**src/rtl/lbe_pkg.sv**
```systemverilog
`default_nettype none
package lbe_pkg;

    localparam int BUFFER_BITS_DEF = 16;
    localparam int BYTE_W          = 8;
    localparam int SET_W           = 4;
    localparam int MSG_W           = 24;
    localparam int EMB_W           = 28;
    localparam int USED_W          = 4;
    localparam int CFG_IDX_W       = 2;
    localparam int CFG_DATA_W      = 24;

    typedef enum logic {
        MODE_SINGLE = 1'b0,
        MODE_MULTI  = 1'b1
    } t_mode;

    typedef enum logic {
        OP_PUSH  = 1'b0,
        OP_PIXEL = 1'b1
    } t_op;

    typedef enum logic [1:0] {
        ST_OK       = 2'd0,
        ST_OVERFLOW = 2'd1,
        ST_UNDERRUN = 2'd2,
        ST_INVALID  = 2'd3
    } t_status;

    typedef enum logic [CFG_IDX_W-1:0] {
        CFG_MODE          = 2'd0,
        CFG_BIT_SETTING   = 2'd1,
        CFG_MESSAGE_BYTES = 2'd2
    } t_cfg_idx;

    typedef struct packed {
        logic [BYTE_W-1:0] pixel;
        logic [USED_W-1:0] used;
        logic              done;
        t_status           status;
    } t_result;

endpackage
`default_nettype wire

```
**src/rtl/lbe_embed_core.sv**
```systemverilog
`default_nettype none
module lbe_embed_core #(
    parameter int BUFFER_BITS = lbe_pkg::BUFFER_BITS_DEF,
    localparam int FW = $clog2(BUFFER_BITS + 1)
) (
    input  wire                            i_op,
    input  wire [lbe_pkg::BYTE_W-1:0]      i_data_byte,
    input  lbe_pkg::t_mode                 i_mode,
    input  wire [lbe_pkg::SET_W-1:0]       i_bit_setting,
    input  wire [lbe_pkg::MSG_W-1:0]       i_message_bytes,
    input  wire [BUFFER_BITS-1:0]          i_buffer,
    input  wire [FW-1:0]                   i_fill,
    input  wire [lbe_pkg::EMB_W-1:0]       i_embedded,
    output lbe_pkg::t_result               o_result,
    output logic [BUFFER_BITS-1:0]         o_buffer,
    output logic [FW-1:0]                  o_fill,
    output logic [lbe_pkg::EMB_W-1:0]      o_embedded
);

    logic                          set_ok;
    logic [lbe_pkg::EMB_W-1:0]     target;
    logic [lbe_pkg::EMB_W-1:0]     remaining;
    logic                          done_now;
    logic [lbe_pkg::SET_W-1:0]     need_raw;
    logic [lbe_pkg::SET_W-1:0]     need;
    logic                          underrun;
    logic                          overflow;
    logic [BUFFER_BITS+7:0]        wide;
    logic [7:0]                    w8;
    logic [7:0]                    rev;
    logic [7:0]                    mask;
    logic [7:0]                    ins;
    logic [8:0]                    mask_multi;

    assign target    = {1'b0, i_message_bytes, 3'b000};
    assign done_now  = (i_embedded >= target);
    assign remaining = target - i_embedded;

    assign set_ok = (i_mode == lbe_pkg::MODE_SINGLE) ? (i_bit_setting <= 4'd7)
                  : ((i_bit_setting >= 4'd1) && (i_bit_setting <= 4'd8));

    assign need_raw = (i_mode == lbe_pkg::MODE_SINGLE) ? 4'd1 : i_bit_setting;
    // clip to what is left of the message
    assign need     = (remaining < {{(lbe_pkg::EMB_W-lbe_pkg::SET_W){1'b0}}, need_raw})
                    ? remaining[lbe_pkg::SET_W-1:0] : need_raw;
    assign underrun = (i_fill < {{(FW-lbe_pkg::SET_W){1'b0}}, need});
    assign overflow = (({1'b0, i_fill} + (FW+1)'(8)) > (FW+1)'(BUFFER_BITS));

    // oldest eight pending bits, oldest in bit 7
    assign wide = {i_buffer, 8'd0} >> i_fill;
    assign w8   = wide[7:0];

    always_comb begin
        for (int k = 0; k < 8; k++) begin
            rev[k] = w8[7-k];
        end
    end

    assign mask_multi = (9'd1 << need) - 9'd1;

    always_comb begin
        if (i_mode == lbe_pkg::MODE_SINGLE) begin
            mask = 8'd1 << i_bit_setting[2:0];
            ins  = {8{w8[7]}};
        end else begin
            mask = mask_multi[7:0];
            ins  = rev;
        end
    end

    always_comb begin
        o_result.pixel  = '0;
        o_result.used   = '0;
        o_result.status = lbe_pkg::ST_OK;
        o_buffer        = i_buffer;
        o_fill          = i_fill;
        o_embedded      = i_embedded;
        if (i_op == lbe_pkg::OP_PUSH) begin
            if (overflow) begin
                o_result.status = lbe_pkg::ST_OVERFLOW;
            end else begin
                o_buffer = {i_buffer[BUFFER_BITS-9:0], i_data_byte};
                o_fill   = i_fill + FW'(8);
            end
        end else begin
            o_result.pixel = i_data_byte;
            if (!set_ok) begin
                o_result.status = lbe_pkg::ST_INVALID;
            end else if (!done_now) begin
                if (underrun) begin
                    o_result.status = lbe_pkg::ST_UNDERRUN;
                end else begin
                    o_result.pixel = (i_data_byte & ~mask) | (ins & mask);
                    o_result.used  = need;
                    o_fill         = i_fill - {{(FW-lbe_pkg::SET_W){1'b0}}, need};
                    o_embedded     = i_embedded
                                   + {{(lbe_pkg::EMB_W-lbe_pkg::SET_W){1'b0}}, need};
                end
            end
        end
        o_result.done = (o_embedded >= target);
    end

endmodule
`default_nettype wire

```
**src/rtl/lsb_bit_embedder.sv**
```systemverilog
// a result is registered and appears in the cycle after its input transaction is accepted
// throughput: one transaction per cycle while the result is not stalled, set by the single result register
// a stalled result holds the register; input is stalled only while it is full and held
// reset (synchronous, active low) clears the settings, the message buffer and
// the embedded bit count, and empties the result register
`default_nettype none
module lsb_bit_embedder #(
    parameter int BUFFER_BITS = lbe_pkg::BUFFER_BITS_DEF
) (
    input  wire                                i_clk,
    input  wire                                i_rst_n,
    input  wire                                i_valid,
    output logic                               o_stall,
    input  wire                                i_op,
    input  wire [lbe_pkg::BYTE_W-1:0]          i_data_byte,
    output logic                               o_valid,
    input  wire                                i_stall,
    output logic [lbe_pkg::BYTE_W-1:0]         o_pixel_out,
    output logic [lbe_pkg::USED_W-1:0]         o_bits_used,
    output logic                               o_done_res,
    output logic [1:0]                         o_status,
    input  wire                                i_cfg_we,
    input  wire [lbe_pkg::CFG_IDX_W-1:0]       i_cfg_index,
    input  wire [lbe_pkg::CFG_DATA_W-1:0]      i_cfg_data
);

    localparam int FW = $clog2(BUFFER_BITS + 1);

    lbe_pkg::t_mode                 r_mode;
    logic [lbe_pkg::SET_W-1:0]      r_bit_setting;
    logic [lbe_pkg::MSG_W-1:0]      r_message_bytes;
    logic [BUFFER_BITS-1:0]         r_buffer;
    logic [FW-1:0]                  r_fill;
    logic [lbe_pkg::EMB_W-1:0]      r_embedded;
    logic                           r_out_valid;
    lbe_pkg::t_result               r_result;

    logic [BUFFER_BITS-1:0]         n_buffer;
    logic [FW-1:0]                  n_fill;
    logic [lbe_pkg::EMB_W-1:0]      n_embedded;
    lbe_pkg::t_result               n_result;
    logic                           accept;

    assign o_stall = r_out_valid && i_stall;
    assign accept  = i_valid && !o_stall;

    lbe_embed_core #(
        .BUFFER_BITS (BUFFER_BITS)
    ) u_core (
        .i_op            (i_op),
        .i_data_byte     (i_data_byte),
        .i_mode          (r_mode),
        .i_bit_setting   (r_bit_setting),
        .i_message_bytes (r_message_bytes),
        .i_buffer        (r_buffer),
        .i_fill          (r_fill),
        .i_embedded      (r_embedded),
        .o_result        (n_result),
        .o_buffer        (n_buffer),
        .o_fill          (n_fill),
        .o_embedded      (n_embedded)
    );

    always_ff @(posedge i_clk) begin
        if (!i_rst_n) begin
            r_mode          <= lbe_pkg::MODE_SINGLE;
            r_bit_setting   <= '0;
            r_message_bytes <= '0;
            r_buffer        <= '0;
            r_fill          <= '0;
            r_embedded      <= '0;
            r_out_valid     <= 1'b0;
        end else begin
            if (i_cfg_we) begin
                case (lbe_pkg::t_cfg_idx'(i_cfg_index))
                    lbe_pkg::CFG_MODE: begin
                        r_mode <= lbe_pkg::t_mode'(i_cfg_data[0]);
                    end
                    lbe_pkg::CFG_BIT_SETTING: begin
                        r_bit_setting <= i_cfg_data[lbe_pkg::SET_W-1:0];
                    end
                    lbe_pkg::CFG_MESSAGE_BYTES: begin
                        r_message_bytes <= i_cfg_data[lbe_pkg::MSG_W-1:0];
                    end
                    default: begin
                    end
                endcase
            end
            if (accept) begin
                r_buffer   <= n_buffer;
                r_fill     <= n_fill;
                r_embedded <= n_embedded;
            end
            if (accept) begin
                r_out_valid <= 1'b1;
            end else if (!i_stall) begin
                r_out_valid <= 1'b0;
            end
        end
    end

    always_ff @(posedge i_clk) begin
        if (accept) begin
            r_result <= n_result;
        end
    end

    assign o_valid     = r_out_valid;
    assign o_pixel_out = r_result.pixel;
    assign o_bits_used = r_result.used;
    assign o_done_res  = r_result.done;
    assign o_status    = r_result.status;

endmodule
`default_nettype wire

```
**config.mk**
```make
export PLATFORM = sky130hd
export DESIGN_NAME = lsb_bit_embedder
export DESIGN_NICKNAME = d
export VERILOG_FILES = /design/src/rtl/lbe_pkg.sv /design/src/rtl/lbe_embed_core.sv /design/src/rtl/lsb_bit_embedder.sv
export SDC_FILE = /design/constraint.sdc
export NUM_CORES = 1
export LEC_CHECK = 0
export BUFFER_PORTS_ARGS = -buffer_cell sky130_fd_sc_hd__buf_2
export CAP_MARGIN = 15
export CORE_UTILIZATION = 30
export DETAILED_ROUTE_END_ITERATION = 6
export GPL_ROUTABILITY_DRIVEN = 0
export HOLD_SLACK_MARGIN = 0.05
export SLEW_MARGIN = 30
export SYNTH_ARGS = -nofsm -noshare
export SYNTH_HDL_FRONTEND = slang
export SYNTH_SLANG_ARGS = --single-unit
```
**constraint.sdc**
```tcl
create_clock -name i_clk -period 9.9 [get_ports i_clk]
set_input_delay 1.98 -clock i_clk [delete_from_list [all_inputs] [get_ports i_clk]]
set_output_delay 1.98 -clock i_clk [all_outputs]
set_load 0.01 [all_outputs]
```
==> impl_metrics.yaml <==
run_status:
  run_status: "finished, violations left"
  violations: "design-rule violations"
logic_synthesis:
  synth_top_flop_cell: "dfxtp_1"
  synth_fp_nets: 1115
  synthesis.area_um2: 8010
  yosys.cell_types.count: 72
  syn_area_per_cell_um2: 7.92
  async_flop_share: 0
  synth.area.top_cells: "dfxtp_1 (20%), ha_1 (9.7%), xnor2_1 (7.0%)"
  synth_edf_count: 15
  yosys_warnings: 0
  syn_inst: 1011
  synth_top_area_cell: "dfxtp_1"
  synth.top_cell.area_share: 0.197
  ys_ff_latch: 94
  ys_seq_area_frac: 0.254
route:
  drtAntennaViolNets: 0
  dr.pass1.iters: 6
  post_drt_via_cell_ratio: 5.17
  post_drt_wl_per_cell_um: 15.6
  drt_iter0_drc: 486
  dr_total_vias: 7102
  finalWirelength_um: 21400
  drc: 14
cts:
  postCtsHoldBufs: 0
  cts.clk_slew.worst_paths_ps: 70
  cts_tree: "yes"
  htree_levels: 3
  cts_setup_buffers: 0
  cts_buffer_depth: 2
  cts_buffers: 9
  clk-insertion-delay-late_ps: 360
  clock-sinks: 94
  cts_root_buf: "clkbuf_16"
  cts.repair.resized: 0
timing:
  hold_violations: 0
  fin_crit_ps: 8090
  max_freq_mhz: 124
  tightest_slew_ps: 880
  finalClockSkew_ps: 12.1
  finalSetupTns_ps: 0
  slew_headroom: 0.413
  setup_viol: 0
  post-route-period-util: 0.817
  finalWorstSetupSlack_ps: 1810
  grt_setup_unrepaired: "false"
  drv_slew: 0
global_route:
  antenna_found_initial: 0
  grt_pass1_wl_um: 35100
  grt-ovfl-total: 0
  grt_max_degree: 80
  grt_pass1_vias: 6716
  grt_use_total: 0.163
critical_path:
  crit_slowest_cell: "dfxtp_1"
  slowest_delay_ps: 900
  critPathBufInv: 1
  arrival_ps: 8170
  worstPathMaxFanout: 31
  path_delay_family: "simple AND/OR/NAND/NOR gates"
  cp.required_ps: 9980
  startpoint_type: "flop"
  crit_path_end_kind: "flop"
  timing_worst_setup_path_type: "reg2reg"
placement:
  dp_cells: 1358
  dp_hpwl_um: 16200
  pre_cts_ws_ps: 1840
  port_buffers: 56
final_layout:
  finalNonFillerCells: 1375
  num_antenna_cells: 0
  syn2layout_area_growth_pct: 10.7
  final_nets: 1139
  layout_common_cells: "nand2_1 (126), dfxtp_1 (79), inv_1 (68)"
  nFillCells: 2780
  layout-drive-gt1-share: 0.0981
  layout_commonest_cell: "nand2_1"
power_and_ir_drop:
  leakage_nw: 3.38
  p_per_area_nw_per_um2: 116
  irDropWorstVdd_uv: 65.7
floorplan:
  die_h_um: 165
  core_um2: 26100
  start_util: 0.307
  boundaryPins: 57
  rows: 59
  die-area_um2: 27400
  dieWidth_um: 165
min_path:
  hold_path_class: "reg2reg"
run:
  maxCapViolCount: 0
==> worst reg2reg max path, delay by kind of cell (launching register included) <==
kind / cells / cell delay [ps]
simple gates: 13 / 3390
compound gates: 10 / 1930
flops: 1 / 900
fa+ha+maj: 3 / 890
mux: 1 / 490
xor+xnor: 1 / 140
buf+inv: 1 / 80
==> per-layer routing <==
metal / GRT usage / part of all wire / vias up
met5: 0 / 0 / -
met1: 0.216 / 0.48 / 3293
met3: 0.0227 / 0.035 / 30
met2: 0.272 / 0.46 / 148
met4: 0.0541 / 0.022 / 0
li1: - / - / 3631
==> final cells by class <==
type	instances	area, um^2	share of cell area
Multi-Input combinational cell	797	5520	0.622
Sequential cell	94	2030	0.229
Tap cell	335	419	0.0473
Timing Repair Buffer	62	329	0.0371
Inverter	71	267	0.0301
Clock buffer	10	250	0.0282
Clock inverter	6	50.0	0.00564
==> power breakdown <==
part / internal [mW] / switching [mW]
combinational: 0.106 / 0.145
sequential: 0.402 / 0.0172
clock: 0.189 / 0.170
==> path summary, 6_finish.rpt <==
path                       start                  end  cells past startpoint  slack, ps
max                       r_mode           o_done_res                     29       1810
max reg2reg               r_mode           o_done_res                     29       1810
min          r_message_bytes[22]  r_message_bytes[22]                      2        500
min reg2reg  r_message_bytes[22]  r_message_bytes[22]                      2        500
==> registers in the layout (all words and copies together), names as in the netlist <==
name	flops
r_embedded	28
r_buffer	16
r_fill	5
r_mode	1
r_bit_setting	4
o_valid	1
o_pixel_out	8
r_message_bytes	24
o_done_res	1
o_status	2
o_bits_used	4
==> cell usage after synthesis (4+ instances only) <==
library cell,n
a21oi_1,67
xor2_1,6
mux2i_1,47
nand2_1,126
a31oi_1,9
clkbuf_1,44
nand3b_1,6
nand2b_1,8
edfxtp_1,15
nand4b_1,4
nor4_1,5
o21ai_1,8
o21ai_0,34
nand3_1,28
inv_1,68
o31ai_1,8
and2_1,29
ha_1,62
o21a_1,6
or3_1,5
o211a_1,4
nor2_1,51
dfxtp_1,79
o211ai_1,11
mux2_2,9
nand4_1,24
a21boi_0,24
nor3_1,25
and3_1,7
xnor2_1,64
a21o_1,11
a211oi_1,17
nor2b_1,38
mux4_2,4
==> stage by stage <==
step | utilization | total power [mW] | instance area (um^2) | hold WS, ps
finish | 0.339 | 1.03 | 8870 | 504
global route | 0.339 | 1.09 | 8870 | 531
detailed placement | 0.327 | 0.677 | 8550 | 496
floorplan | - | 0.609 | 8010 | 461
global placement | 0.327 | 0.677 | 8550 | 476
CTS | 0.339 | 1.04 | 8850 | 506
==> cells by family (layout without fill, tap and decap cells) <==
group / count (synthesis) / after routing / share of synthesized area
muxes: 62 / 62 / 0.0854
and+or+nand+nor: 374 / 374 / 0.240
DFF: 94 / 94 / 0.254
adders and majority gates: 64 / 64 / 0.102
buffers and inverters: 120 / 149 / 0.0575
AOI/OAI and AO/OA: 227 / 227 / 0.185
xor gates and xnor gates: 70 / 70 / 0.0765
(Power assumes the default switching activity.)
